## config.mk

```make
export PLATFORM = sky130hd
export DESIGN_NAME = poi_mul
export DESIGN_NICKNAME = d
export VERILOG_FILES = /design/src/hw/rtl/assert_macros.svh /design/src/hw/rtl/poi_pkg.sv /design/src/hw/rtl/poi_mul.sv
export SDC_FILE = /design/constraint.sdc
export NUM_CORES = 2
export LEC_CHECK = 0
export BUFFER_PORTS_ARGS = -buffer_cell sky130_fd_sc_hd__buf_2
export CAP_MARGIN = 20
export CORE_ASPECT_RATIO = 0.75
export CORE_MARGIN = 8
export CORE_UTILIZATION = 41
export CTS_CLUSTER_DIAMETER = 150
export DETAILED_ROUTE_END_ITERATION = 12
export GPL_ROUTABILITY_DRIVEN = 0
export GPL_TIMING_DRIVEN = 0
export SLEW_MARGIN = 20
export SYNTH_ARGS = -nofsm -noshare
export SYNTH_HDL_FRONTEND = slang
export SYNTH_SLANG_ARGS = --single-unit
export TNS_END_PERCENT = 50
```

## constraint.sdc

```tcl
create_clock -name i_clk -period 19.7 [get_ports i_clk]
set_input_delay 1.97 -clock i_clk [delete_from_list [all_inputs] [get_ports i_clk]]
set_output_delay 1.97 -clock i_clk [all_outputs]
set_load 0.02 [all_outputs]
```

## src/hw/rtl/assert_macros.svh

```systemverilog
// ----------------------------------------------------------------------------
// assert_macros.svh
// shared concurrent assertion macros, empty when SYNTH is set
// ----------------------------------------------------------------------------
`ifndef ASSERT_MACROS_SVH
`define ASSERT_MACROS_SVH
`ifndef SYNTH
// plain property check on a clock, disabled in reset
`define POI_ASSERT(lbl, clk, rst_n, prop) \
    lbl: assert property (@(posedge clk) disable iff (!rst_n) (prop)) \
        else $error("assertion failed");
// implication check, antecedent then consequent in the next cycle
`define POI_ASSERT_NEXT(lbl, clk, rst_n, ante, cons) \
    lbl: assert property (@(posedge clk) disable iff (!rst_n) (ante) |=> (cons)) \
        else $error("assertion failed");
`else
`define POI_ASSERT(lbl, clk, rst_n, prop)
`define POI_ASSERT_NEXT(lbl, clk, rst_n, ante, cons)
`endif
`endif

```

## src/hw/rtl/poi_pkg.sv

```systemverilog
`timescale 1ns / 1ps
// ----------------------------------------------------------------------------
// poi_pkg
// constants, widths and the arctangent table for the odometry integrator
// ----------------------------------------------------------------------------
package poi_pkg;

    localparam int CORD_W = 34;   // cordic datapath width
    localparam int DIV_NW = 50;   // divider numerator width
    localparam int MUL_AW = 36;
    localparam int MUL_BW = 32;
    localparam int MUL_PW = MUL_AW + MUL_BW;

    localparam logic signed [31:0] ANG_PER_RAD = 32'sd683565276;
    localparam logic signed [CORD_W-1:0] CORDIC_GAIN = 34'sd652032874;

    function automatic logic [31:0] atan_lut(input logic [4:0] idx);
        logic [31:0] v;
        case (idx)
            5'd0:  v = 32'h20000000;
            5'd1:  v = 32'h12E4051E;
            5'd2:  v = 32'h09FB385B;
            5'd3:  v = 32'h051111D4;
            5'd4:  v = 32'h028B0D43;
            5'd5:  v = 32'h0145D7E1;
            5'd6:  v = 32'h00A2F61E;
            5'd7:  v = 32'h00517C55;
            5'd8:  v = 32'h0028BE53;
            5'd9:  v = 32'h00145F2F;
            5'd10: v = 32'h000A2F98;
            5'd11: v = 32'h000517CC;
            5'd12: v = 32'h00028BE6;
            5'd13: v = 32'h000145F3;
            5'd14: v = 32'h0000A2FA;
            5'd15: v = 32'h0000517D;
            5'd16: v = 32'h000028BE;
            5'd17: v = 32'h0000145F;
            5'd18: v = 32'h00000A30;
            5'd19: v = 32'h00000518;
            5'd20: v = 32'h0000028C;
            5'd21: v = 32'h00000146;
            5'd22: v = 32'h000000A3;
            5'd23: v = 32'h00000051;
            5'd24: v = 32'h00000029;
            5'd25: v = 32'h00000014;
            5'd26: v = 32'h0000000A;
            5'd27: v = 32'h00000005;
            5'd28: v = 32'h00000003;
            5'd29: v = 32'h00000001;
            5'd30: v = 32'h00000001;
            default: v = 32'h00000000;
        endcase
        return v;
    endfunction

endpackage

```

## src/hw/rtl/poi_mul.sv

```systemverilog
`timescale 1ns / 1ps
// ----------------------------------------------------------------------------
// poi_mul
// shared signed multiplier with registered product
// ----------------------------------------------------------------------------
module poi_mul
    import poi_pkg::*;
(
    input  logic                     i_clk,
    input  logic signed [MUL_AW-1:0] i_a,
    input  logic signed [MUL_BW-1:0] i_b,
    output logic signed [MUL_PW-1:0] o_p
);
    logic signed [MUL_PW-1:0] r_p;

    always_ff @(posedge i_clk) begin
        r_p <= MUL_PW'(i_a) * MUL_PW'(i_b);
    end

    assign o_p = r_p;
endmodule

```

Word-level counts from Yosys, hierarchy flattened
Index checks and enable logic that the tools add are counted.

Bits in latches: 0. Bits in registers: 68. Memories: 0. ROM bits: 0. Output and inout port bits: 68. RAM bits: 0. Input bits: 69. Logic and storage cells: 2.

Shifts and indexed selects: 0. Equal/unequal tests: 0. Add/sub/neg operators: 0. Reduce and logical (&&, ||, !) cells: 0. Div/mod/pow operators: 0. Multiply operators: 1. Bitwise operators: 0. Multiplexer cells: 0. Magnitude comparators: 0.

Operators with widths (number): 36-bit by 32-bit multiplier with 68-bit output (1).

Depth between registers and ports, before layout
Word-level depth: 1. Mapped depth: 29. Gate-level depth less buffers: 26.

Worst setup path after synthesis
No wires, ideal clock.

Path type: input to register. From: in i_a[35]. To: reg r_p[65], in the netlist o_p[65]. Arrival: 9129 ps. Cell stages on the path: 27. Setup time: 72 ps. Slack: 10499 ps. Path through: clkbuf_1 nand2_1 inv_1 fa_1 inv_1 fa_1 inv_1 fa_1 fa_1 inv_1 fa_1 inv_1 fa_1 inv_1 fa_1 inv_1 fa_1 ha_1 a21o_1 a21o_1 a21oi_1 o21bai_1 a21oi_1 o21bai_1 a31o_2 a31oi_1 xnor2_1.

Longest elaborated chain between the ends: 1.

Ends and longest elaborated chain: from (decl) (line poi_mul.sv:10) `input logic signed [MUL_AW-1:0] i_a,`; 36-bit by 32-bit multiplier with 68-bit output (line poi_mul.sv:17) `r_p <= MUL_PW'(i_a) * MUL_PW'(i_b);`; to (signal assigned) (line poi_mul.sv:17); to (decl) (line poi_mul.sv:14) `logic signed [MUL_PW-1:0] r_p;`.

Every way passes these cells.

Worst setup path after layout
From: in i_b[17]. To: reg r_p[65], in the netlist o_p[65].

Longest elaborated chain between the ends: 1.

Ends and longest elaborated chain: from (decl) (line poi_mul.sv:11) `input logic signed [MUL_BW-1:0] i_b,`; 36-bit by 32-bit multiplier with 68-bit output (line poi_mul.sv:17).

Every way passes these cells.

==> impl_metrics.yaml <==
synth:
  synthSimpleGateAreaFrac_pct: 15.9
  synth-xor-area-share_pct: 1.52
  synthArstFlopShare_pct: 0
  synth_top_family_by_area: "adder cells"
  seq_area_frac_synth_pct: 3.28
  yosysTopAreaCell: "fa_1"
  synth.top_cell.area_share_pct: 58.1
  synthFlopType: "dfxtp_1"
  synthAdderAreaFrac_pct: 63.9
  syn-instance-count: 4366
  synth_area_leaders: "fa_1, inv_1, and2_1, ha_1, nand2_1"
  yosys_warnings: 0
  synth_area_per_cell_sq_um: 9.49
  synth_edf_count: 0
  muxShareOfSynthArea_pct: 0.0483
  synth_area_sq_um: 41400
  synth_cell_types: 67
  synth_nets: 5829
  synth_compound_area_share_pct: 3.50
  synth_seq_cells: 68
placed_design:
  placed_cell_area_sq_um: 43800
  dp.cells: 5829
  place_hpwl_microns: 135000
  portBuffers: 121
final_layout:
  final_common_cell: "fa_1"
  drive_gt1_share_pct: 3.97
  fillers: 9919
  nets: 5964
  final_cell_mix: "fa_1, inv_1, nand2_1"
  final_cell_area_sq_um: 44100
  largest_reg_flops: 68
  fin_cells: 5857
  syn_to_final_growth_pct: 6.50
die:
  dieArea_sq_um: 112000
  core_sq_um: 101000
  die_w_microns: 383
  start_util_pct: 41.1
  die_y_microns: 291
  rows: 101
  io_pins: 137
clock_tree:
  cts_num_sinks: 68
  htreeDepth: 3
  post_cts_resized: 0
  clk_pin_slew_ns: 0.06
  postCtsSetupBuffers: 0
  ctsHoldBuffers: 0
  clockBufferDepth: 2
  tritoncts: "done"
  cts_buffers: 9
  cts_root_buffer: "clkbuf_16"
grt:
  grt_pass1_vias: 32900
  grt_max_degree: 23
  grt_usage_pct: 28.8
  grt_pass1_wl_microns: 233000
  grt.overflow.total: 0
  antenna_found_initial: 19
status:
  status: "completed"
timing:
  rsz0062_at_grt: "false"
  hold_viol: 0
  whs_ns: 1.95
  timing.fmax_ghz: 0.0911
  finalCritPeriodShare_pct: 55.7
  setup_tns_ns: 0
  layout_min_cycle_time_ns: 10.98
  setup-violations-final: 0
  worst_pin_slew_ns: 1.37
  slew_viol_final: 0
  slew_headroom_pct: 8.39
setup_path:
  crit_top_cell: "fa_1"
  cp-start-kind: "input pin"
  cp.arrival_ns: 11.30
  cp_slowest_cell: "clkbuf_1"
  crit_chain: "clkbuf_1, clkbuf_1, nand2_1, fa_1, fa_1, inv_1, fa_1, fa_1, fa_1, fa_1, fa_1, fa_1, ha_1, buf_2, a21o_1, a21o_1, a21oi_1, nand3_1, a211oi_1, nor2_1, a31o_2, a31oi_1, xnor2_1"
  worstSetupPathType: "in -> reg"
  crit_start: "i_b[17]"
  cp.required_ns: 20.02
  worst_setup_path_end_kind: "register"
  timing.critical_path.fanout_max: 10
  crit_path_max_incr_delay_ns: 0.88
drt:
  drc_errors: 0
  via_per_inst: 5.36
  vias: 31400
  ant_nets: 0
  drt_iter0_drc: 3578
  totalWireLength_microns: 157000
  routedWlPerCell_microns: 26.9
  dr.pass1.iters: 5
run:
  drv_cap: 0
min_path:
  hold_start: "i_a[0]"
  hold_path_class: "in -> reg"
-- area by class of cell --
class,count,area (sq um),area share [%]
inverter,1074,4030,9.13
sequential,68,1360,3.08
timing repair buffer,124,648,1.47
tap,1339,1680,3.80
clock inverter,3,68.8,0.156
buffer,238,920,2.08
multi-input combinational,2986,35100,79.6
antenna,12,30.0,0.0680
clock buffer,13,260,0.590
-- worst paths after layout --
check	to	slack (ns)	cells past startpoint
setup / recovery	o_p[65]	8.72	23
hold / removal	o_p[0]	1.95	2
-- worst max-delay path: cells and delay by family --
| family | cells | cell delay (ns) |
|---|---|---|
| adder cells (fa/ha/maj) | 9 | 4.63 |
| AND/OR/NAND/NOR | 3 | 0.60 |
| XOR/XNOR | 1 | 0.13 |
| buffers and inverters | 4 | 1.93 |
| AO/OA/AOI/OAI | 6 | 2.02 |
-- stage by stage --
| step | setup WS [ns] | util, % |
|---|---|---|
| 2_1_floorplan | 10.50 | - |
| 3_3_place_gp | 8.37 | 43.4 |
| 3_5_place_dp | 8.43 | 43.5 |
| 4_1_cts | 8.82 | 43.8 |
| 5_1_grt | 8.46 | 43.8 |
| 6_report | 8.72 | 43.8 |
-- Yosys cell counts (3+ instances only) --
cell	instances
a211oi_1	9
a211oi_2	3
a21boi_0	3
a21o_1	24
a21oi_1	68
a31oi_1	8
a41oi_1	3
and2_1	585
and3_1	9
buf_2	7
clkbuf_1	228
dfxtp_1	68
fa_1	1202
ha_1	192
inv_1	1074
nand2_1	590
nand2b_1	11
nand3_1	14
nand4_1	11
nor2_1	63
nor2b_1	3
nor3_1	8
o211ai_1	4
o21a_1	6
o21ai_0	32
o21ai_1	4
o21bai_1	12
xnor2_1	46
xor2_1	26
-- kinds of logic after synthesis --
| group | Yosys count |
|---|---|
| fa+ha+maj | 1394 |
| buf+inv | 1312 |
| simple gates | 1308 |
| compound gates | 210 |
| xor+xnor | 72 |
| flops | 68 |
| mux | 2 |
-- per-layer routing --
| metal | vias up | GRT usage, % | part of all wire [%] |
|---|---|---|---|
| met4 | 18 | 8.81 | 3.7 |
| met5 | - | 2.42 | 0.30 |
| met1 | 16100 | 40.2 | 40 |
| met2 | 2280 | 36.3 | 37 |
| met3 | 340 | 17.6 | 19 |
| li1 | 12700 | - | - |
Power is not shown: default switching activity piles up to over one toggle a cycle in this logic, so the estimate is an artifact.
