===== config.mk =====
export PLATFORM = sky130hd
export DESIGN_NAME = poi_cordic
export DESIGN_NICKNAME = d
export VERILOG_FILES = /design/src/hw/rtl/assert_macros.svh /design/src/hw/rtl/poi_pkg.sv /design/src/hw/rtl/poi_cordic.sv
export SDC_FILE = /design/constraint.sdc
export NUM_CORES = 1
export LEC_CHECK = 0
export ABC_AREA = 1
export BUFFER_PORTS_ARGS = -buffer_cell sky130_fd_sc_hd__buf_2
export CAP_MARGIN = 20
export CORE_MARGIN = 4
export CORE_UTILIZATION = 50
export DETAILED_ROUTE_END_ITERATION = 8
export PLACE_DENSITY_LB_ADDON = 0.3
export SLEW_MARGIN = 5
export SYNTH_ARGS = -nofsm -noshare
export SYNTH_HDL_FRONTEND = slang
export SYNTH_SLANG_ARGS = --single-unit

===== constraint.sdc =====
create_clock -name i_clk -period 5.7 [get_ports i_clk]
set_clock_uncertainty 0.15 [all_clocks]
set_input_delay 0 -clock i_clk [delete_from_list [all_inputs] [get_ports i_clk]]
set_output_delay 0 -clock i_clk [all_outputs]
set_load 0.005 [all_outputs]

===== src/hw/rtl/assert_macros.svh =====
// ----------------------------------------------------------------------------
// assert_macros.svh
// shared concurrent assertion macros, empty when SYNTH is set
// ----------------------------------------------------------------------------
`ifndef ASSERT_MACROS_SVH
`define ASSERT_MACROS_SVH
`ifndef SYNTH
// plain property check on a clock, disabled in reset
`define POI_ASSERT(lbl, clk, rst_n, prop) \
    lbl: assert property (@(posedge clk) disable iff (!rst_n) (prop)) \
        else $error("assertion failed");
// implication check, antecedent then consequent in the next cycle
`define POI_ASSERT_NEXT(lbl, clk, rst_n, ante, cons) \
    lbl: assert property (@(posedge clk) disable iff (!rst_n) (ante) |=> (cons)) \
        else $error("assertion failed");
`else
`define POI_ASSERT(lbl, clk, rst_n, prop)
`define POI_ASSERT_NEXT(lbl, clk, rst_n, ante, cons)
`endif
`endif


===== src/hw/rtl/poi_pkg.sv =====
`timescale 1ns / 1ps
// ----------------------------------------------------------------------------
// poi_pkg
// constants, widths and the arctangent table for the odometry integrator
// ----------------------------------------------------------------------------
package poi_pkg;

    localparam int CORD_W = 34;   // cordic datapath width
    localparam int DIV_NW = 50;   // divider numerator width
    localparam int MUL_AW = 36;
    localparam int MUL_BW = 32;
    localparam int MUL_PW = MUL_AW + MUL_BW;

    localparam logic signed [31:0] ANG_PER_RAD = 32'sd683565276;
    localparam logic signed [CORD_W-1:0] CORDIC_GAIN = 34'sd652032874;

    function automatic logic [31:0] atan_lut(input logic [4:0] idx);
        logic [31:0] v;
        case (idx)
            5'd0:  v = 32'h20000000;
            5'd1:  v = 32'h12E4051E;
            5'd2:  v = 32'h09FB385B;
            5'd3:  v = 32'h051111D4;
            5'd4:  v = 32'h028B0D43;
            5'd5:  v = 32'h0145D7E1;
            5'd6:  v = 32'h00A2F61E;
            5'd7:  v = 32'h00517C55;
            5'd8:  v = 32'h0028BE53;
            5'd9:  v = 32'h00145F2F;
            5'd10: v = 32'h000A2F98;
            5'd11: v = 32'h000517CC;
            5'd12: v = 32'h00028BE6;
            5'd13: v = 32'h000145F3;
            5'd14: v = 32'h0000A2FA;
            5'd15: v = 32'h0000517D;
            5'd16: v = 32'h000028BE;
            5'd17: v = 32'h0000145F;
            5'd18: v = 32'h00000A30;
            5'd19: v = 32'h00000518;
            5'd20: v = 32'h0000028C;
            5'd21: v = 32'h00000146;
            5'd22: v = 32'h000000A3;
            5'd23: v = 32'h00000051;
            5'd24: v = 32'h00000029;
            5'd25: v = 32'h00000014;
            5'd26: v = 32'h0000000A;
            5'd27: v = 32'h00000005;
            5'd28: v = 32'h00000003;
            5'd29: v = 32'h00000001;
            5'd30: v = 32'h00000001;
            default: v = 32'h00000000;
        endcase
        return v;
    endfunction

endpackage


===== src/hw/rtl/poi_cordic.sv =====
`timescale 1ns / 1ps
// ----------------------------------------------------------------------------
// poi_cordic
// rotation-mode cordic, one micro-rotation per cycle, quadrant fixed at end
// ----------------------------------------------------------------------------
module poi_cordic
    import poi_pkg::*;
#(
    parameter int STEPS = 24
)
(
    input  logic               i_clk,
    input  logic               i_rst_n,
    input  logic               i_start,
    input  logic [31:0]        i_angle,
    output logic               o_done,
    output logic signed [31:0] o_cos,
    output logic signed [31:0] o_sin
);
    localparam int IW = $clog2(STEPS + 1);

    logic                     r_busy;
    logic                     r_done;
    logic [IW-1:0]            r_i;
    logic [1:0]               r_k;
    logic signed [CORD_W-1:0] r_x;
    logic signed [CORD_W-1:0] r_y;
    logic signed [CORD_W-1:0] r_z;
    logic signed [31:0]       r_cos;
    logic signed [31:0]       r_sin;

    logic [31:0]              w_ka;
    logic [31:0]              w_res;
    logic signed [CORD_W-1:0] w_atan;

    assign w_ka   = i_angle + 32'h2000_0000;
    assign w_res  = i_angle - {w_ka[31:30], 30'b0};
    assign w_atan = signed'({2'b00, atan_lut(5'(r_i))});

    always_ff @(posedge i_clk) begin
        if (!i_rst_n) begin
            r_busy <= 1'b0;
            r_done <= 1'b0;
        end else begin
            r_done <= 1'b0;
            if (i_start) begin
                r_busy <= 1'b1;
            end else if (r_busy && r_i == IW'(STEPS)) begin
                r_busy <= 1'b0;
                r_done <= 1'b1;
            end
        end
    end

    always_ff @(posedge i_clk) begin
        if (i_start) begin
            r_i <= '0;
            r_k <= w_ka[31:30];
            r_x <= CORDIC_GAIN;
            r_y <= '0;
            r_z <= CORD_W'(signed'(w_res));
        end else if (r_busy && r_i != IW'(STEPS)) begin
            r_i <= r_i + 1'b1;
            if (!r_z[CORD_W-1]) begin
                r_x <= r_x - (r_y >>> r_i);
                r_y <= r_y + (r_x >>> r_i);
                r_z <= r_z - w_atan;
            end else begin
                r_x <= r_x + (r_y >>> r_i);
                r_y <= r_y - (r_x >>> r_i);
                r_z <= r_z + w_atan;
            end
        end else if (r_busy) begin
            // exact quarter-turn on the finished residual rotation
            case (r_k)
                2'd1: begin
                    r_cos <= 32'(-r_y);
                    r_sin <= 32'(r_x);
                end
                2'd2: begin
                    r_cos <= 32'(-r_x);
                    r_sin <= 32'(-r_y);
                end
                2'd3: begin
                    r_cos <= 32'(r_y);
                    r_sin <= 32'(-r_x);
                end
                default: begin
                    r_cos <= 32'(r_x);
                    r_sin <= 32'(r_y);
                end
            endcase
        end
    end

    assign o_done = r_done;
    assign o_cos  = r_cos;
    assign o_sin  = r_sin;
endmodule


**After elaboration in Yosys (flattened, before gate mapping)**

Memory sizes are Yosys's and may differ from the RTL's. A register that Yosys moved wholly into a read port is not among the register bits.
Index checks and enable logic that the tools add are counted.

- Register bits after elaboration: 175
- Memory bits (read-only): 960
- Output and inout bits: 65
- Logic and storage cells: 49
- Memories: 1

- $add $sub $neg: 11
- Eq/ne operators: 5
- Shift operators: 2
- Mux-type cells: 12
- Bitwise operators: 3
- Reductions and logical operators: 6

Memory list:

| memory | depth | bits a word | read ports | clocked after Yosys merged registers in | wr ports | RTL line | RTL |
|---|---|---|---|---|---|---|---|
| (name not given) | 32 | 30 | 1 | 1 | 0 | poi_pkg.sv:19 | `case (idx)` |

Operator list:

| operator | count |
|---|---|
| 32-bit one-hot mux with 3 select lines | 2 |
| 34-bit 2-to-1 mux | 5 |
| 34-bit adder | 2 |
| 34-bit by 5-bit >>> shifter with 34-bit output | 2 |
| 34-bit subtractor | 2 |
| 32-bit negator | 2 |
| 34-bit by 33-bit adder with 34-bit output | 1 |
| 34-bit by 33-bit subtractor with 34-bit output | 1 |
| 32-bit by 30-bit adder with 32-bit output (second input constant) | 1 |
| 32-bit subtractor | 1 |
| 5-bit 2-to-1 mux | 2 |
| 5-bit by 1-bit adder with 5-bit output (second input constant) | 1 |
| 5-bit equality test (second input constant) | 1 |
| 5-bit inequality test (second input constant) | 1 |
| 2-bit equality test (second input constant) | 2 |
| 2-bit nonzero test | 2 |
| 1-bit 2-to-1 mux | 3 |
| 1-bit inverter | 3 |
| 3-bit AND reduction | 1 |
| 2-bit by 1-bit equality test with 1-bit output (second input constant) | 1 |
| 1-bit logical AND | 2 |
| 2-bit OR reduction | 1 |

**Longest topological paths before layout**

- Word-level depth: 4
- Depth in mapped cells: 39
- Depth with buffers taken out: 36

**Least setup slack after synthesis**

No wires, ideal clock.

- Path type: flip-flop to flip-flop
- From: register r_i[0]
- To: register r_cos[0] (netlist: o_cos[0]), enable pin
- Library setup time: 486 ps
- Arrival: 4912 ps
- Data required time: 5064 ps
- Setup slack: 153 ps
- Cell stages (with the launch flop): 13
- Path through: dfxtp_1 -> buf_4 -> inv_4 -> buf_6 -> buf_6 -> ha_1 -> nand4_1 -> inv_2 -> nor2_2 -> nor2_1 -> inv_1 -> clkbuf_1 -> nor2_1

- Cells in the longest elaborated chain, start to end: 4

RTL lines:

| item | RTL line | RTL |
|---|---|---|
| start, declared | poi_cordic.sv:24 | `logic [IW-1:0] r_i;` |
| start signal, assigned | poi_cordic.sv:63 | `r_i <= r_i + 1'b1;` |
| 5-bit inequality test | poi_cordic.sv:62 | `end else if (r_busy && r_i != IW'(STEPS)) begin` |
| 1-bit logical AND | poi_cordic.sv:62 |  |
| 1-bit inverter (no line) | n/a |  |
| 3-bit AND reduction (no line) | n/a |  |
| end signal, assigned | poi_cordic.sv:77 | `r_cos <= 32'(-r_y);` |
| end signal, assigned | poi_cordic.sv:81 | `r_cos <= 32'(-r_x);` |
| end signal, assigned | poi_cordic.sv:85 | `r_cos <= 32'(r_y);` |
| end, declared | poi_cordic.sv:29 | `logic signed [31:0] r_cos;` |

No other way between the ends.
A chain may end at the register's enable or synchronous reset.

**Worst setup path after layout**

- From: register r_i[1]
- To: register r_x[31]

- Cells in the longest elaborated chain, start to end: 3
- Elaborated cells on any way between the ends: 6
- Classes of those cells: add/sub: 2; eq/ne: 1; shift: 1; mux: 1; reduce/logical: 1

RTL lines:

| item | RTL line | RTL |
|---|---|---|
| 34-bit by 5-bit >>> shifter with 34-bit output | poi_cordic.sv:65, poi_cordic.sv:69 |  |
| 34-bit subtractor or 34-bit adder (tied branches) | poi_cordic.sv:65, poi_cordic.sv:69 |  |
| 34-bit 2-to-1 mux | poi_cordic.sv:64 | `if (!r_z[CORD_W-1]) begin` |
| end signal, assigned | poi_cordic.sv:65 | `r_x <= r_x - (r_y >>> r_i);` |
| end signal, assigned | poi_cordic.sv:69 | `r_x <= r_x + (r_y >>> r_i);` |
| end, declared | poi_cordic.sv:26 | `logic signed [CORD_W-1:0] r_x;` |

Several ways; a longest one is shown, not always the timed one.

==> results.sh <==
export IMPL_ys_seq_area_frac=0.234
export IMPL_antenna_found_initial=1
export IMPL_fin_setup_tns_ps=0
export IMPL_critPathLaunchType="flop"
export IMPL_synth_distinct_cells=61
export IMPL_core_mm2=0.0432
export IMPL_cts_setup_buffers=0
export IMPL_worst_path_most_repeated_cell="nand2_1"
export IMPL_vias_per_cell=5.89
export IMPL_io_buffers=99
export IMPL_postSynthNetCount=3667
export IMPL_clock_latency_ps=570
export IMPL_cp_max_fo=46
export IMPL_grt_pass1_vias=22245
export IMPL_maxSlewViolCount=0
export IMPL_ys_seq_elements=205
export IMPL_synth_area_mm2=0.0219
export IMPL_yosysTopAreaCell="nand2_1"
export IMPL_fin_crit_sh=0.904
export IMPL_fmax_mhz=194
export IMPL_worstPathRequired_ps=6000
export IMPL_grt_overflow=0
export IMPL_multi_input_area_mm2=0.0146
export IMPL_gp_congestion=1.06
export IMPL_rsz0062_at_grt="false"
export IMPL_drc=0
export IMPL_drive_gt1_frac=0.0939
export IMPL_track_usage=0.325
export IMPL_syn_to_final_growth_pct=10.9
export IMPL_antenna_cells=0
export IMPL_synth_ff_type="dfxtp_1"
export IMPL_num_rows=76
export IMPL_clockRootBuffer="clkbuf_16"
export IMPL_period_needed_ps=5150
export IMPL_cp_top_family="compound AO/OA/AOI/OAI gates"
export IMPL_dieArea_mm2=0.0471
export IMPL_num_io_pins=100
export IMPL_ctsResizeCount=0
export IMPL_crit_slowest_cell="o21ai_0"
export IMPL_power_density_mw_per_mm2=534
export IMPL_endpoint_kind="flop"
export IMPL_fin_util=0.562
export IMPL_dp_hpwl_um=61800
export IMPL_drtIter0Drc=3016
export IMPL_synth_top_cells_by_count="nand2_1, nand3_1, inv_1"
export IMPL_peakVddDrop_mv=0.423
export IMPL_crit_type="reg -> reg"
export IMPL_fillers=4444
export IMPL_final_nets=3743
export IMPL_p_leak_nw=11.6
export IMPL_post_synth_top_count_cell="nand2_1"
export IMPL_cts_tree="built"
export IMPL_tightest_slew_ps=942
export IMPL_max_stage_delay_ps=410
export IMPL_synth_edf_count=100
export IMPL_clk_pin_slew_ps=60
export IMPL_ant_nets=0
export IMPL_die_w_um=217
export IMPL_relSlewSlack=0.372
export IMPL_totalWireLength_um=79900
export IMPL_die_h_um=217
export IMPL_synthTopCellsByArea="nand2_1, edfxtp_1, nand3_1"
export IMPL_htreeDepth=1
export IMPL_seq_area_mm2=0.00511
export IMPL_grt_max_degree=65
export IMPL_clk_path_buf_depth=3
export IMPL_hold_viol=0
export IMPL_numCtsBuffers=26
export IMPL_synthCells=3514
export IMPL_path_buf_inv=6
export IMPL_drt_pass1_iter_count=9
export IMPL_async_reset_ff_frac=0
export IMPL_synth_warnings=0
export IMPL_grt_pass1_wl_um=123000
export IMPL_vias=24693
export IMPL_cap_violations=0
export IMPL_finalSetupViolCount=0
export IMPL_avgSynthCellArea_um2=6.22
export IMPL_clkSinkCount=205
export IMPL_status="complete, no violations"
export IMPL_start_util=0.506
export IMPL_route_detailed_wl_per_inst_um=19.0
export IMPL_worstPathArrival_ps=5450
export IMPL_netlist_area_leader_share=0.159
export IMPL_worstHoldPathType="in -> reg"
-- where the power goes --
group / switching, mW / internal (mW) / leakage (nW) / total [mW]
logic: 5.80 / 3.09 / 9.31 / 8.89
clock network: 0.704 / 0.950 / 0.423 / 1.65
registers: 0.461 / 1.95 / 1.83 / 2.41
total: 6.96 / 5.99 / 11.6 / 13.0
-- cell families after synthesis --
| logic type | Yosys count | synth area share |
|---|---|---|
| AOI/OAI and AO/OA | 611 | 0.161 |
| xor gates and xnor gates | 157 | 0.0629 |
| adders and majority gates | 118 | 0.0686 |
| buffers and inverters | 541 | 0.0982 |
| DFF | 205 | 0.234 |
| and+or+nand+nor | 1882 | 0.376 |
-- sequential cells by signal, indices dropped and copies added, names as in the netlist --
register and cells:
o_cos 32, o_done 1, o_sin 32, r_busy 1, r_i 5, r_k 2
r_x 34, r_y 34, r_z 34, w_atan 30
-- tightest hold or removal path, cell delays in order --
cell and delay, ps:
dlygate4sd3_1 520, buf_2 90, inv_1 60, nor2_1 90
-- cells in the final DEF (no fill, tap or decap), types with 16 or more instances in the layout --
cell           Yosys  final
a21oi_1          219    219
dfxtp_1          105    101
nand4_1           38     38
nor2_2            17     17
nand2_1          926    926
dlygate4sd3_1      0     35
buf_4             10     78
inv_1            357    354
edfxtp_1         100    100
clkbuf_16          0     27
nor4_1            25     25
nand3_1          490    490
nor3_1            40     40
o211ai_1          24     24
o21ai_1           20     20
nor2_1           274    270
o22ai_1           27     27
ha_1             115    115
o2111ai_1         21     21
a31oi_1           24     24
xnor2_1           44     44
o21ai_0          193    193
inv_2             12     16
or2_2             30     30
buf_2             36     99
xor2_1           113    113
-- path summary, 6_finish.rpt --
path                              from                    to  slack (ps)  depth (start not counted)
setup / recovery   r_i[1]$_SDFFE_PP0P_  r_x[31]$_SDFFE_PP0P_         550                         29
hold / removal                 i_rst_n   r_busy$_SDFFE_PN0P_          90                          4
hold reg to reg   r_y[32]$_SDFFE_PP0P_  r_y[32]$_SDFFE_PP0P_         480                          2
setup reg to reg   r_i[1]$_SDFFE_PP0P_  r_x[31]$_SDFFE_PP0P_         550                         29
-- final cells by class --
class	instances	share of cell area
multi-input combinational	2768	0.604
sequential	205	0.211
timing repair buffer	216	0.0623
inverter	373	0.0578
tap	585	0.0302
clock buffer	33	0.0298
clock inverter	15	0.00532
-- metal layers --
layer	wire, um	vias up	share of wire	GRT usage
met1	31400	11091	0.39	0.411
met2	35300	1307	0.44	0.530
met4	5430	0	0.068	0.172
met3	7730	317	0.097	0.0606
li1	-	11978	-	-
met5	0	-	0	0
-- metrics by stage --
| stage | worst slack [ps] | hold slack [ps] | power [mW] | instance area (um^2) | cells |
|---|---|---|---|---|---|
| detailed placement | 708 | 123 | 11.1 | 23000 | 4112 |
| global placement | 762 | 120 | 11.0 | 23000 | 4112 |
| finish | 550 | 85.2 | 13.0 | 24200 | 4195 |
| CTS | 682 | 69.8 | 12.8 | 24200 | 4195 |
| global route | 103 | 108 | 14.1 | 24200 | 4195 |
| floorplan | 153 | -37.5 | 8.68 | 21900 | 3514 |
-- timing repair --
item                                    4_1_cts  5_1_grt
hold buffers                                 35        0
endpoints found under the setup margin        0        0
hold endpoints to repair                     40        0
(Power assumes the default switching activity.)
