--- config.mk ---
export PLATFORM = sky130hd
export DESIGN_NAME = poi_div
export DESIGN_NICKNAME = d
export VERILOG_FILES = /design/src/hw/rtl/assert_macros.svh /design/src/hw/rtl/poi_pkg.sv /design/src/hw/rtl/poi_div.sv
export SDC_FILE = /design/constraint.sdc
export NUM_CORES = 1
export LEC_CHECK = 0
export BUFFER_PORTS_ARGS = -buffer_cell sky130_fd_sc_hd__buf_4
export CAP_MARGIN = 20
export CORE_AREA = 2 2 131 133
export CTS_CLUSTER_SIZE = 40
export DETAILED_ROUTE_END_ITERATION = 6
export DIE_AREA = 0 0 133 135
export PLACE_DENSITY = 0.89
export SLEW_MARGIN = 20
export SYNTH_ARGS = -nofsm -noshare
export SYNTH_HDL_FRONTEND = slang
export SYNTH_SLANG_ARGS = --single-unit
--- constraint.sdc ---
create_clock -name i_clk -period 4.24 [get_ports i_clk]
set_clock_uncertainty 0.15 [all_clocks]
set_input_delay 0.424 -clock i_clk [delete_from_list [all_inputs] [get_ports i_clk]]
set_output_delay 0.424 -clock i_clk [all_outputs]
set_load 0.01 [all_outputs]
--- src/hw/rtl/assert_macros.svh ---
// ----------------------------------------------------------------------------
// assert_macros.svh
// shared concurrent assertion macros, empty when SYNTH is set
// ----------------------------------------------------------------------------
`ifndef ASSERT_MACROS_SVH
`define ASSERT_MACROS_SVH
`ifndef SYNTH
// plain property check on a clock, disabled in reset
`define POI_ASSERT(lbl, clk, rst_n, prop) \
    lbl: assert property (@(posedge clk) disable iff (!rst_n) (prop)) \
        else $error("assertion failed");
// implication check, antecedent then consequent in the next cycle
`define POI_ASSERT_NEXT(lbl, clk, rst_n, ante, cons) \
    lbl: assert property (@(posedge clk) disable iff (!rst_n) (ante) |=> (cons)) \
        else $error("assertion failed");
`else
`define POI_ASSERT(lbl, clk, rst_n, prop)
`define POI_ASSERT_NEXT(lbl, clk, rst_n, ante, cons)
`endif
`endif

--- src/hw/rtl/poi_pkg.sv ---
`timescale 1ns / 1ps
// ----------------------------------------------------------------------------
// poi_pkg
// constants, widths and the arctangent table for the odometry integrator
// ----------------------------------------------------------------------------
package poi_pkg;

    localparam int CORD_W = 34;   // cordic datapath width
    localparam int DIV_NW = 50;   // divider numerator width
    localparam int MUL_AW = 36;
    localparam int MUL_BW = 32;
    localparam int MUL_PW = MUL_AW + MUL_BW;

    localparam logic signed [31:0] ANG_PER_RAD = 32'sd683565276;
    localparam logic signed [CORD_W-1:0] CORDIC_GAIN = 34'sd652032874;

    function automatic logic [31:0] atan_lut(input logic [4:0] idx);
        logic [31:0] v;
        case (idx)
            5'd0:  v = 32'h20000000;
            5'd1:  v = 32'h12E4051E;
            5'd2:  v = 32'h09FB385B;
            5'd3:  v = 32'h051111D4;
            5'd4:  v = 32'h028B0D43;
            5'd5:  v = 32'h0145D7E1;
            5'd6:  v = 32'h00A2F61E;
            5'd7:  v = 32'h00517C55;
            5'd8:  v = 32'h0028BE53;
            5'd9:  v = 32'h00145F2F;
            5'd10: v = 32'h000A2F98;
            5'd11: v = 32'h000517CC;
            5'd12: v = 32'h00028BE6;
            5'd13: v = 32'h000145F3;
            5'd14: v = 32'h0000A2FA;
            5'd15: v = 32'h0000517D;
            5'd16: v = 32'h000028BE;
            5'd17: v = 32'h0000145F;
            5'd18: v = 32'h00000A30;
            5'd19: v = 32'h00000518;
            5'd20: v = 32'h0000028C;
            5'd21: v = 32'h00000146;
            5'd22: v = 32'h000000A3;
            5'd23: v = 32'h00000051;
            5'd24: v = 32'h00000029;
            5'd25: v = 32'h00000014;
            5'd26: v = 32'h0000000A;
            5'd27: v = 32'h00000005;
            5'd28: v = 32'h00000003;
            5'd29: v = 32'h00000001;
            5'd30: v = 32'h00000001;
            default: v = 32'h00000000;
        endcase
        return v;
    endfunction

endpackage

--- src/hw/rtl/poi_div.sv ---
`timescale 1ns / 1ps
// ----------------------------------------------------------------------------
// poi_div
// restoring divider, one quotient bit per cycle, truncating, 32-bit saturated
// ----------------------------------------------------------------------------
module poi_div
    import poi_pkg::*;
(
    input  logic                     i_clk,
    input  logic                     i_rst_n,
    input  logic                     i_start,
    input  logic signed [DIV_NW-1:0] i_num,
    input  logic [30:0]              i_den,
    output logic                     o_done,
    output logic signed [31:0]       o_quot
);
    localparam int CW = $clog2(DIV_NW + 1);

    logic              r_busy;
    logic              r_done;
    logic [CW-1:0]     r_cnt;
    logic              r_neg;
    logic [DIV_NW-1:0] r_q;
    logic [31:0]       r_rem;
    logic [30:0]       r_den;
    logic signed [31:0] r_quot;

    logic [31:0]       w_rem2;
    logic              w_ge;

    assign w_rem2 = {r_rem[30:0], r_q[DIV_NW-1]};
    assign w_ge   = w_rem2 >= {1'b0, r_den};

    always_ff @(posedge i_clk) begin
        if (!i_rst_n) begin
            r_busy <= 1'b0;
            r_done <= 1'b0;
        end else begin
            r_done <= 1'b0;
            if (i_start) begin
                r_busy <= 1'b1;
            end else if (r_busy && r_cnt == CW'(DIV_NW)) begin
                r_busy <= 1'b0;
                r_done <= 1'b1;
            end
        end
    end

    always_ff @(posedge i_clk) begin
        if (i_start) begin
            r_cnt <= '0;
            r_neg <= i_num[DIV_NW-1];
            r_q   <= i_num[DIV_NW-1] ? DIV_NW'(-i_num) : DIV_NW'(i_num);
            r_rem <= '0;
            r_den <= i_den;
        end else if (r_busy && r_cnt != CW'(DIV_NW)) begin
            r_cnt <= r_cnt + 1'b1;
            r_rem <= w_ge ? (w_rem2 - {1'b0, r_den}) : w_rem2;
            r_q   <= {r_q[DIV_NW-2:0], w_ge};
        end else if (r_busy) begin
            if (!r_neg && r_q > DIV_NW'(32'h7FFF_FFFF)) begin
                r_quot <= 32'sh7FFF_FFFF;
            end else if (r_neg && r_q > DIV_NW'(32'h8000_0000)) begin
                r_quot <= 32'sh8000_0000;
            end else if (r_neg) begin
                r_quot <= 32'(-r_q);
            end else begin
                r_quot <= 32'(r_q);
            end
        end
    end

    assign o_done = r_done;
    assign o_quot = r_quot;
endmodule

After elaboration in Yosys (flattened, before gate mapping)

Index checks and enable logic that the tools add are counted.

Register bits after elaboration: 153
Bits of input ports: 84
Output and inout port bits: 33
Word-level logic and storage cells: 38

Add/sub/neg operators: 4
$lt $le $gt $ge: 3
Equality and inequality tests: 2
Muxes and demuxes: 9
Bitwise logic cells: 3
Reductions and logical operators: 9

Operator list:

| kind                                                            | number |
|---|---|
| 2-to-1 mux 50 bit                                               | 3 |
| 2-to-1 mux 32 bit                                               | 2 |
| greater-than comparator 50 x 31 -> 1 bit, second input constant | 1 |
| greater-than comparator 50 x 32 -> 1 bit, second input constant | 1 |
| negation 50 bit                                                 | 1 |
| >= comparator 32 x 31 -> 1 bit                                  | 1 |
| negation 32 bit                                                 | 1 |
| 2-to-1 mux 31 bit                                               | 1 |
| subtractor 31 bit                                               | 1 |
| adder 6 x 1 -> 6 bit, second input constant                     | 1 |
| equality test 6 bit, second input constant                      | 1 |
| inequality test 6 bit, second input constant                    | 1 |
| logical AND 1 bit                                               | 4 |
| nonzero test 2 bit                                              | 2 |
| 2-to-1 mux 1 bit                                                | 3 |
| inverter 1 bit                                                  | 3 |
| AND reduction 3 bit                                             | 1 |
| OR reduction 2 bit                                              | 1 |
| zero test 1 bit                                                 | 1 |

Depth between registers and ports, before layout

Gate-level depths: netlist of run 1.

Depth after elaboration: 4
Depth in mapped cells: 14
Depth with buffers taken out: 12

Worst setup path before layout of run 1

OpenSTA, ideal clock, no wires.

Kind: flip-flop to flip-flop
Start point: register r_cnt[0]
End point: register r_quot[0], in the netlist o_quot[0], enable pin
Library setup time: 469 ps
Arrival: 3099 ps
Required time: 3621 ps
Slack: 521 ps
Stages on the path, launching flop included: 5
Path buffers: 0
Period minus slack after synthesis: 3719 ps
Cell sequence: dfxtp_1 > inv_1 > ha_1 > nand4_1 > nor3b_1

Cells in the longest elaborated chain, start to end: 4

RTL lines:

| element                       | line          | RTL |
|---|---|---|
| start: declaration            | poi_div.sv:21 | `logic [CW-1:0] r_cnt;` |
| start signal: assignment      | poi_div.sv:57 | `r_cnt <= r_cnt + 1'b1;` |
| inequality test 6 bit         | poi_div.sv:56 | `end else if (r_busy && r_cnt != CW'(DIV_NW)) begin` |
| logical AND 1 bit             | poi_div.sv:56 |  |
| inverter 1 bit (no line)      | n/a           |  |
| AND reduction 3 bit (no line) | n/a           |  |
| end signal: assignment        | poi_div.sv:66 | `r_quot <= 32'(-r_q);` |
| end signal: assignment        | poi_div.sv:68 | `r_quot <= 32'(r_q);` |
| end: declaration              | poi_div.sv:26 | `logic signed [31:0] r_quot;` |

No other way between the ends.
A chain may end at the register's enable or synchronous reset.

Worst setup path after layout of run 1

Start point: register r_q[49]
End point: register r_rem[26]

Cells in the longest elaborated chain, start to end: 2
Elaborated cells on any way between the ends: 3
Those cells by class: add/sub: 1; order compare: 1; mux: 1

RTL lines:

| element                                                             | line                         | RTL |
|---|---|---|
| start: declaration                                                  | poi_div.sv:23                | `logic [DIV_NW-1:0] r_q;` |
| start signal: assignment                                            | poi_div.sv:53                | `r_q <= i_num[DIV_NW-1] ? DIV_NW'(-i_num) : DIV_NW'(i_num);` |
| start signal: assignment                                            | poi_div.sv:59                | `r_q <= {r_q[DIV_NW-2:0], w_ge};` |
| subtractor 31 bit or >= comparator 32 x 31 -> 1 bit (tied branches) | poi_div.sv:58, poi_div.sv:32 |  |
| 2-to-1 mux 31 bit (*)                                               | poi_div.sv:58                | `r_rem <= w_ge ? (w_rem2 - {1'b0, r_den}) : w_rem2;` |
| end signal: assignment                                              | poi_div.sv:58                |  |
| end: declaration                                                    | poi_div.sv:24                | `logic [31:0] r_rem;` |

Mark *: on every way between the ends. The rest lies on a longest branch, timed or not.

==> results by group, run 1 <==
STA
  – # setup viols final: 0
  – Setup_tns: 0 ns
  – Highest Clock Rate: 0.2836 GHz
  – RSZ-0062 raised after global routing: false
  – Rel. slew slack: 30.94%
  – Crit path time final: 3.526 ns
  – Setup ws final: 0.7139 ns
  – Worst slew pin tran: 1.034 ns
  – Hold slack: 0.02891 ns
  – Fin. Hold Viols: 0
  – Fin crit share: 83.16%
  – Max-slew violation count: 0

Worst setup path
  – Max incr delay on CP: 0.49 ns
  – Critical Path Source Type: flop
  – Worst path cell trace: inv_1 -> ha_1 -> fa_1 -> nand2b_1 -> a21oi_1 -> o21ai_0 -> a31oi_1 -> nand3b_1 -> a21boi_4 -> nand2b_1 -> o31ai_1 -> a31o_2
  – Crit path kind: flop to flop
  – CP endpoint kind: flop
  – CP most frequent cell: nand2b_1
  – Crit path max fanout: 14
  – Critical Path AT: 3.69 ns
  – R2R cell count: 12
  – CP max-delay cell: nand2b_1
  – Critical Path RT: 4.40 ns

Synthesis
  – Top FF cell, synth: edfxtp_1
  – Yosys reg bits: 153
  – Avg Inst Size Synth: 9.450 um^2
  – Post-synth ARST share: 0%
  – Post-synthesis cell count: 969
  – Synth warnings: 0
  – Top-count cell post-synth: edfxtp_1
  – Area leader, netlist: edfxtp_1
  – Top cells by count, synth: 114 x edfxtp_1, 112 x a21oi_1, 105 x nor2_1
  – Mapped cell area: 9158 um^2
  – EDFF count, synth: 114
  – Post-synthesis sequential area ratio: 45.91%
  – Synth unique cells: 64
  – Syn Nets: 1089
  – Post-synth top area share: 37.38%
  – Top cells by area, synth: edfxtp_1 37%, dfxtp_1 8.5%, xor2_1 7.6%

Layout
  – Number of fill cells: 1235
  – N_diodes: 0
  – Area grow syn2layout: 18.36%
  – Multi-input gate area: 4607 um^2
  – Post-Layout Cell Count: 1297
  – Final net count: 1184
  – Reg area: 4204 um^2
  – Fraction of layout cells with a size suffix above 1: 17.36%

Floorplanning
  – Die height: 135 um
  – Core area: 16410 um^2
  – Die W: 133 um
  – Row cnt: 47
  – Initial core utilization: 55.81%
  – Die area: 17960 um^2
  – IO Pins: 117

Route
  – Via count: 7839
  – Post-DRT Antenna Nets: 0
  – Routed WL: 21640 um
  – DR WL/cell: 16.69 um
  – TritonRoute pass-1 iters: 5
  – Max layer used: met4
  – Initial DRC count: 727
  – Metal3 WL: 1801 um
  – Drt via density: 6.044
  – DRC violations left: 0
  – Met2 WL: 10120 um
  – WL met1: 9284 um

Hold path
  – Hold Path Class: primary input to flop
  – Hold depth: 1

Placed design
  – Placed cell count: 1265
  – Detailed Place HPWL: 15420 um
  – Final Wtd Congestion: 0.9283
  – PortBufs: 116
  – Worst slack, placed: 0.5517 ns

CTS
  – CTS tree: done
  – Post-cts sizing count: 0
  – Hold Buf Count CTS: 0
  – CTS clk-pin slew, worst paths: 0.07 ns
  – Worst-Skew Late Latency: 0.42 ns
  – Setup Fix Bufs, Post-CTS: 0
  – CTS Buffer Depth: 2
  – H-tree levels: 4
  – Root Buffer: clkbuf_16
  – Clk sinks: 153
  – CTS Buf Count: 17

Global routing
  – Total gr overflow: 0
  – First-pass GRT wire length: 35130 um
  – Initial antenna violation count: 0
  – GRT Total Usage: 24.17%
  – Largest net degree at the start of global routing: 106
  – Vias in the first global route: 7271

Pwr
  – Max VDD drop: 268.5 uV
  – Power Density: 359.3 nW/um^2
  – Leakage: 4.236 nW

Outcome
  – Status: complete, no violations

Run
  – Max cap viols: 0
[area by class of cell]
cell class / count / share of cell area, %
multi-input combinational: 719 / 42.50
clock inverter: 15 / 1.962
sequential: 153 / 38.79
tap: 220 / 2.540
clock buffer: 17 / 3.925
inverter: 50 / 1.732
timing repair buffer: 123 / 8.554
[per-stage QoR]
step           area, um^2  util (%)  power [mW]
2_1_floorplan        9158         -       2.095
3_3_place_gp        10190     62.11       2.256
3_5_place_dp        10200     62.17       2.279
4_1_cts             10840     66.06       3.907
5_1_grt             10840     66.06       4.040
6_report            10840     66.06       3.894
[state kept, by name, summed over array words and instances, names as in the netlist]
register  flops
r_neg         1
r_rem        31
r_busy        1
o_quot       32
r_q          50
r_den        31
o_done        1
r_cnt         6
[report_power, final]
group,internal [mW],leakage [nW],switching [mW]
Sequential,1.72,1.41,0.0758
Clock,0.997,0.301,0.635
Combinational,0.191,2.53,0.276
Total,2.91,4.24,0.987
[logic make-up after synthesis]
family	share of synthesized area (%)
buffers and inverters	4.058
and+or+nand+nor	15.32
muxes	0.7652
DFF	45.91
adders and majority gates	5.001
AOI/OAI and AO/OA	20.15
xor gates and xnor gates	8.799
[worst max-delay path: cells and delay by family (launching register included)]
| kind | cells | cell delay [ns] |
|---|---|---|
| buffers and inverters | 1 | 0.09 |
| and+or+nand+nor | 3 | 0.88 |
| adders and majority gates | 2 | 0.40 |
| AOI/OAI and AO/OA | 6 | 1.44 |
| DFF | 1 | 0.45 |
[layer usage]
metal | up-vias | global-route usage (%)
li1 | 3744 | -
met1 | 3664 | 32.70
met2 | 390 | 38.43
met3 | 41 | 5.293
met4 | 0 | 8.841
met5 | - | 0
[placed cells by master (no fill, tap or decap), types with 16 or more instances in the layout]
master / instances
buf_4: 122
edfxtp_1: 114
a21oi_1: 112
nor2_1: 104
o21ai_0: 83
xor2_1: 79
nand2_1: 71
inv_1: 49
dfxtp_1: 39
ha_1: 35
o31ai_1: 21
clkbuf_16: 17
or3_1: 16
[path summary, 6_finish.rpt]
path	startpoint	endpoint	slack, ns
max	r_q[49]	r_rem[26]	0.71
max reg2reg	r_q[49]	r_rem[26]	0.71
min reg2reg	r_rem[30]	r_rem[30]	0.32
min	i_den[10]	r_den[10]	0.03
Note: power is estimated with default switching activity, not from simulation.
==> run 2, diff against run 1 <==
==> constraint.sdc (replaced) <==
create_clock -name i_clk -period 3.3 [get_ports i_clk]
set_clock_uncertainty 0.15 [all_clocks]
set_input_delay 0.33 -clock i_clk [delete_from_list [all_inputs] [get_ports i_clk]]
set_output_delay 0.33 -clock i_clk [all_outputs]
set_load 0.01 [all_outputs]
==> run 2 against run 1 <==
- die area is the same
- count of clock-buffer cells in the layout grew 9
- via count grew 5.0%
- first-iteration DRC count grew 9.8%
- final area grew 5.7%
- global-route usage grew 2.1 points
- utilization grew 3.8 points
- fmax grew 13%
- non-clock buffer count grew 73
- flip-flop and latch count is the same
- register-to-register slack lost 0.54 ns
- highest routed layer unchanged
==> results by group, run 2 (synthesis results as in run 1) <==
Layout
  – Top reg by flops: r_q (unchanged)
  – Reg area: 4204 um^2 (unchanged)
  – Fraction of layout cells with a size suffix above 1: 19.91% (was 17.36%)
  – Post-Layout Cell Count: 1370 (was 1297)
  – Commonest non-fill, non-tap cell in the layout: buf_4 (unchanged)
  – Final net count: 1257 (was 1184)
  – Commonest cells after routing, fill and taps aside: 164 x buf_4, 114 x edfxtp_1, 110 x a21oi_1, 104 x nor2_1, 81 x o21ai_0 (was 122 x buf_4, 114 x edfxtp_1, 112 x a21oi_1, 104 x nor2_1, 83 x o21ai_0)
  – Max reg flops: 50 (unchanged)
  – Area grow syn2layout: 25.15% (was 18.36%)
  – N_diodes: 0 (unchanged)
  – Multi-input gate area: 4633 um^2 (was 4607 um^2)
  – Number of fill cells: 1152 (was 1235)

Global routing
  – Vias in the first global route: 7907 (was 7271)
  – GRT Total Usage: 26.22% (was 24.17%)
  – Total gr overflow: 0 (unchanged)
  – Largest net degree at the start of global routing: 100 (was 106)
  – GRT met1 Usage: 34.31% (was 32.70%)
  – GRT Max-Usage Layer: met2 (unchanged)
  – Met3 GRT Util: 5.143% (was 5.293%)
  – Met2 capacity usage during global routing: 42.26% (was 38.43%)
  – First-pass GRT wire length: 37690 um (was 35130 um)
  – Initial antenna violation count: 0 (unchanged)

Route
  – Post-DRT Antenna Nets: 0 (unchanged)
  – Via count: 8232 (was 7839)
  – Drt via density: 6.009 (was 6.044)
  – DRC violations left: 0 (unchanged)
  – TritonRoute pass-1 iters: 5 (unchanged)
  – DR WL/cell: 17.11 um (was 16.69 um)
  – Routed WL: 23440 um (was 21640 um)
  – Initial DRC count: 798 (was 727)

Placed design
  – Placed cell count: 1307 (was 1265)
  – Worst slack, placed: -0.1732 ns (was 0.5517 ns)
  – Final Wtd Congestion: 0.9271 (was 0.9283)
  – PortBufs: 116 (unchanged)
  – Detailed Place HPWL: 16010 um (was 15420 um)

Worst setup path
  – Critical Path Source Type: flop (unchanged)
  – Critical Path RT: 3.52 ns (was 4.40 ns)
  – CP endpoint kind: flop (unchanged)
  – Crit path max fanout: 5 (was 14)
  – Crit path kind: flop to flop (unchanged)
  – Critical Path AT: 3.35 ns (was 3.69 ns)

CTS
  – CTS Buf Count: 17 (unchanged)
  – CTS clk-pin slew, worst paths: 0.06 ns (was 0.07 ns)
  – Clk sinks: 153 (unchanged)
  – Setup Fix Bufs, Post-CTS: 0 (unchanged)
  – Worst-Skew Late Latency: 0.43 ns (was 0.42 ns)
  – Root Buffer: clkbuf_16 (unchanged)
  – CTS Buffer Depth: 2 (unchanged)
  – CTS tree: done (unchanged)
  – H-tree levels: 4 (unchanged)

Floorplanning
  – Initial core utilization: 55.81% (unchanged)
  – Die W: 133 um (unchanged)
  – Row cnt: 47 (unchanged)
  – IO Pins: 117 (unchanged)
  – Core area: 16410 um^2 (unchanged)
  – Die area: 17960 um^2 (unchanged)
  – Die height: 135 um (unchanged)

STA
  – Fin crit share: 94.74% (was 83.16%)
  – Fin. Hold Viols: 0 (unchanged)
  – Hold slack: 0.006732 ns (was 0.02891 ns)
  – RSZ-0062 raised after global routing: false (unchanged)
  – # setup viols final: 0 (unchanged)
  – Highest Clock Rate: 0.3199 GHz (was 0.2836 GHz)
  – Setup_tns: 0 ns (unchanged)
  – Setup ws final: 0.1736 ns (was 0.7139 ns)
  – Max-slew violation count: 0 (unchanged)
  – Worst slew pin tran: 0.9200 ns (was 1.034 ns)
  – Rel. slew slack: 38.66% (was 30.94%)
  – Crit path time final: 3.126 ns (was 3.526 ns)

Pwr
  – Max VDD drop: 346.1 uV (was 268.5 uV)
  – Cell-internal power: 3.706 mW (was 2.907 mW)
  – Overall Power: 4.943 mW (was 3.894 mW)
  – Clock power frac: 39.9% (was 41.9%)
  – Power Density: 431.3 nW/um^2 (was 359.3 nW/um^2)
  – Sw frac: 25.01% (was 25.34%)
  – Sw Pwr: 1.236 mW (was 0.9866 mW)
  – Seq pwr share: 46.7% (was 46.1%)
  – Power share of the combinational group: 13.4% (was 12.0%)
  – Leakage: 4.562 nW (was 4.236 nW)

Outcome
  – Status: complete, no violations (unchanged)

Hold path
  – Hold Path Class: primary input to flop (unchanged)

Run
  – Max cap viols: 0 (unchanged)
==> run 2: critical path, cell delays in order, from the launching register on <==
cell and delay [ns]:
edfxtp_1 0.32, inv_1 0.04, ha_1 0.39, and3_1 0.29, nand4_1 0.17, o22a_1 0.22
o211a_1 0.17, o21a_1 0.22, o21ai_0 0.42, a41oi_1 0.26, o31ai_1 0.28, a31o_2 0.13
==> run 2: cell type report <==
class	count	share of cell area (%)
inverters	50	1.638
repair buffers	196	13.62
multi-input cells	719	40.43
clock buffers	26	4.738
well taps	220	2.402
flip-flops and latches	153	36.68
clock inverters	6	0.4913
==> run 2: worst paths after layout <==
path	start	to	slack, ns	cells past startpoint
max reg2reg	r_den[8]	r_rem[29]	0.17	11
min reg2reg	r_rem[5]	r_rem[5]	0.34	2
max	r_den[8]	r_rem[29]	0.17	11
min	i_rst_n	r_busy	0.007	2
==> run 2: repair_timing <==
item | in CTS | in global routing
endpoints found under the setup margin | 0 | 27
hold endpoints to repair | 31 | 0
hold buffers | 31 | 0
resized for setup | 0 | 7
==> run 2: metal layers <==
metal | share of wire, % | vias up
li1 | - | 3875
met1 | 41 | 3875
met2 | 47 | 417
met3 | 7.7 | 65
met4 | 3.5 | 0
met5 | 0 | -
==> run 2: metrics by stage <==
| step | area [um^2] | utilization, % |
|---|---|---|
| after floorplan | 9163 | - |
| after global placement | 10530 | 64.19 |
| after detailed placement | 10530 | 64.19 |
| after CTS | 11440 | 69.73 |
| after global routing | 11460 | 69.85 |
| final | 11460 | 69.85 |
==> run 2: power by group through the flow <==
stage	Sequential (mW)	Combinational [mW]	Clock, mW
6_report	2.31	0.660	1.97
3_5_place_dp	2.34	0.609	0
2_1_floorplan	2.31	0.384	0
4_1_cts	2.31	0.650	1.97
5_1_grt	2.32	0.728	2.06
3_3_place_gp	2.34	0.583	0
==> run 3, diff against run 2 <==
--- a/config.mk
+++ b/config.mk
@@ -12,7 +12,6 @@
 export DETAILED_ROUTE_END_ITERATION = 6
 export DIE_AREA = 0 0 133 135
 export PLACE_DENSITY = 0.89
-export SLEW_MARGIN = 20
 export SYNTH_ARGS = -nofsm -noshare
 export SYNTH_HDL_FRONTEND = slang
 export SYNTH_SLANG_ARGS = --single-unit
==> constraint.sdc (replaced) <==
create_clock -name i_clk -period 3.6 [get_ports i_clk]
set_clock_uncertainty 0.15 [all_clocks]
set_input_delay 0.36 -clock i_clk [delete_from_list [all_inputs] [get_ports i_clk]]
set_output_delay 0.36 -clock i_clk [all_outputs]
set_load 0.01 [all_outputs]
==> run 3 against run 2 <==
- combinational power down 11%
- count of clock-buffer cells in the layout down 9
- power down 9.8%
- final area down 2.5%
- cell count down 2.2%
- critical path type unchanged
- first-iteration DRC count down 11%
- die area unchanged
- fmax down 5.1%
- flip-flop and latch count unchanged
- setup slack better by 0.13 ns
==> results by group, run 3 (synthesis results as in run 1) <==
Worst setup path
  – Critical path buffer and inverter count: 2 (was 1)
  – Crit path max fanout: 9 (was 5)
  – CP endpoint kind: flop (unchanged)
  – Reg2reg end: r_rem[10] (was r_rem[29])
  – Critical Path RT: 3.79 ns (was 3.52 ns)
  – CP startpoint: r_q[49] (was r_den[8])
  – CP most frequent cell: nand2b_1
  – Crit path kind: flop to flop (unchanged)
  – Worst path cell trace: inv_1 -> ha_1 -> fa_1 -> nand2b_1 -> a21oi_1 -> o21ai_1 -> a31oi_1 -> nand3b_1 -> a21boi_4 -> nand2b_1 -> buf_4 -> o21ai_0 (was inv_1 -> ha_1 -> and3_1 -> nand4_1 -> o22a_1 -> o211a_1 -> o21a_1 -> o21ai_0 -> a41oi_1 -> o31ai_1 -> a31o_2)
  – Worst reg2reg startpoint: r_q[49] (was r_den[8])
  – Critical Path AT: 3.49 ns (was 3.35 ns)
  – Critical Path Source Type: flop (unchanged)
  – Max incr delay on CP: 0.41 ns (was 0.42 ns)
  – Reg-to-reg slack, setup: 0.30 ns (was 0.17 ns)
  – Critical Path Sink: r_rem[10] (was r_rem[29])
  – CP max-delay cell: fa_1 (was o21ai_0)
  – Critical Path Stages: 12 (was 11)
  – CP delay by family, top: compound AO/OA/AOI/OAI gates (unchanged)
  – R2R cell count: 12 (was 11)

Pwr
  – Leakage: 4.400 nW (was 4.562 nW)
  – Max VDD drop: 337.6 uV (was 346.1 uV)
  – Power Density: 398.9 nW/um^2 (was 431.3 nW/um^2)

CTS
  – Clk sinks: 153 (unchanged)
  – Root Buffer: clkbuf_16 (unchanged)
  – CTS tree: done (unchanged)
  – Worst-Skew Late Latency: 0.43 ns (about the same)
  – CTS Buffer Depth: 2 (unchanged)
  – CTS Buf Count: 17 (unchanged)
  – H-tree levels: 4 (unchanged)
  – CTS clk-pin slew, worst paths: 0.07 ns (was 0.06 ns)

Floorplanning
  – Die area: 17960 um^2 (unchanged)
  – Die height: 135 um (unchanged)
  – IO Pins: 117 (unchanged)
  – Row cnt: 47 (unchanged)
  – Die W: 133 um (unchanged)
  – Initial core utilization: 55.81% (unchanged)
  – Core area: 16410 um^2 (unchanged)

Layout
  – N_diodes: 0 (unchanged)
  – Area grow syn2layout: 22.07% (was 25.15%)
  – Post-Layout Cell Count: 1340 (was 1370)
  – Max reg flops: 50 (unchanged)
  – Commonest non-fill, non-tap cell in the layout: buf_4 (unchanged)
  – Reg area: 4204 um^2 (unchanged)
  – Commonest cells after routing, fill and taps aside: 135 x buf_4, 114 x edfxtp_1, 112 x a21oi_1, 104 x nor2_1, 82 x o21ai_0 (was 164 x buf_4, 114 x edfxtp_1, 110 x a21oi_1, 104 x nor2_1, 81 x o21ai_0)
  – Final net count: 1227 (was 1257)
  – Number of fill cells: 1191 (was 1152)
  – Fraction of layout cells with a size suffix above 1: 17.59% (was 19.91%)
  – Multi-input gate area: 4613 um^2 (was 4633 um^2)
  – Top reg by flops: r_q (unchanged)

Placed design
  – PortBufs: 116 (unchanged)
  – Final Wtd Congestion: 0.9303 (was 0.9271)
  – Detailed Place HPWL: 15490 um (was 16010 um)
  – Placed cell count: 1277 (was 1307)

Route
  – Post-DRT Antenna Nets: 0 (unchanged)
  – Initial DRC count: 710 (was 798)
  – Via count: 7967 (was 8232)
  – TritonRoute pass-1 iters: 5 (unchanged)
  – Routed WL: 22990 um (was 23440 um)
  – DR WL/cell: 17.16 um (was 17.11 um)
  – Drt via density: 5.946 (was 6.009)
  – DRC violations left: 0 (unchanged)

Global routing
  – GRT Total Usage: 25.70% (was 26.22%)
  – Initial antenna violation count: 0 (unchanged)
  – Vias in the first global route: 7579 (was 7907)
  – Largest net degree at the start of global routing: 96 (was 100)
  – First-pass GRT wire length: 36930 um (was 37690 um)
  – Total gr overflow: 0 (unchanged)

STA
  – RSZ-0062 raised after global routing: false (unchanged)
  – Rel. slew slack: 39.25% (was 38.66%)
  – Highest Clock Rate: 0.3034 GHz (was 0.3199 GHz)
  – Fin. Hold Viols: 0 (unchanged)
  – Setup_tns: 0 ns (unchanged)
  – Max-slew violation count: 0 (unchanged)
  – Fin crit share: 91.55% (was 94.74%)
  – Crit path time final: 3.296 ns (was 3.126 ns)
  – # setup viols final: 0 (unchanged)
  – Worst slew pin tran: 0.9084 ns (was 0.9200 ns)
  – Hold slack: 0.01647 ns (was 0.006732 ns)

Outcome
  – Status: complete, no violations (unchanged)

Hold path
  – Hold Path Class: primary input to flop (unchanged)

Run
  – Max cap viols: 0 (unchanged)
-- run 3: cell count changes in the layout (fill, tap and decap cells not counted), sizes merged --
cell      before  now
buf          165  135
clkbuf        26   17
clkinv         4    7
inv           50   53
clkinvlp       1    3
bufinv         1    2
-- run 3: where the power goes --
group / switching, mW / internal (mW)
Combinational: 0.334 / 0.251
Clock: 0.739 / 1.02
Sequential: 0.0914 / 2.02
Total: 1.16 / 3.29
-- run 3: area by class of cell --
cell class,count,share of cell area [%]
well taps,220,2.463
inverters,50,1.679
flip-flops and latches,153,37.61
clock inverters,15,1.332
repair buffers,166,11.84
multi-input cells,719,41.27
clock buffers,17,3.806
-- run 3: through the flow --
stage / cell area, um^2 / setup WS [ns] / total power [mW] / util (%)
CTS: 11180 / 0.4074 / 4.454 / 68.13
global route: 11180 / 0.08611 / 4.610 / 68.13
global placement: 10290 / 0.07185 / 2.660 / 62.74
detailed placement: 10290 / -0.02235 / 2.686 / 62.74
floorplan: 9163 / 0.3372 / 2.467 / -
finish: 11180 / 0.3040 / 4.459 / 68.13
-- run 3: metal layers --
layer	global-route usage, %	share of wire (%)
met1	34.06	42
met2	41.80	47
met3	3.979	7.3
met4	11.89	3.4
met5	0	0
-- run 3: worst min-delay path by stage --
stage | slack [ns] | startpoint | endpoint | depth (start not counted)
detailed placement | 0.31 | r_rem[30] | r_rem[30] | 2
global route | 0.02 | i_rst_n | r_busy | 2
CTS | 0.009 | i_rst_n | r_busy | 2
finish | 0.02 | i_rst_n | r_busy | 2
floorplan | 0.29 | r_rem[30] | r_rem[30] | 2
global placement | 0.30 | r_rem[30] | r_rem[30] | 2
-- run 3: worst reg2reg max path: stages (launching register included) --
cell and delay, ns:
edfxtp_1 0.39, inv_1 0.07, ha_1 0.22, fa_1 0.41, nand2b_1 0.19, a21oi_1 0.19, o21ai_1 0.16, a31oi_1 0.31
nand3b_1 0.26, a21boi_4 0.14, nand2b_1 0.30, buf_4 0.26, o21ai_0 0.18
-- run 3: repair_timing --
item / CTS / global route
endpoints found under the setup margin: 0 / 3
hold endpoints to repair: 31 / 0
setup buffers: 0 / 0
hold buffers: 31 / 0
resized for setup: 0 / 1
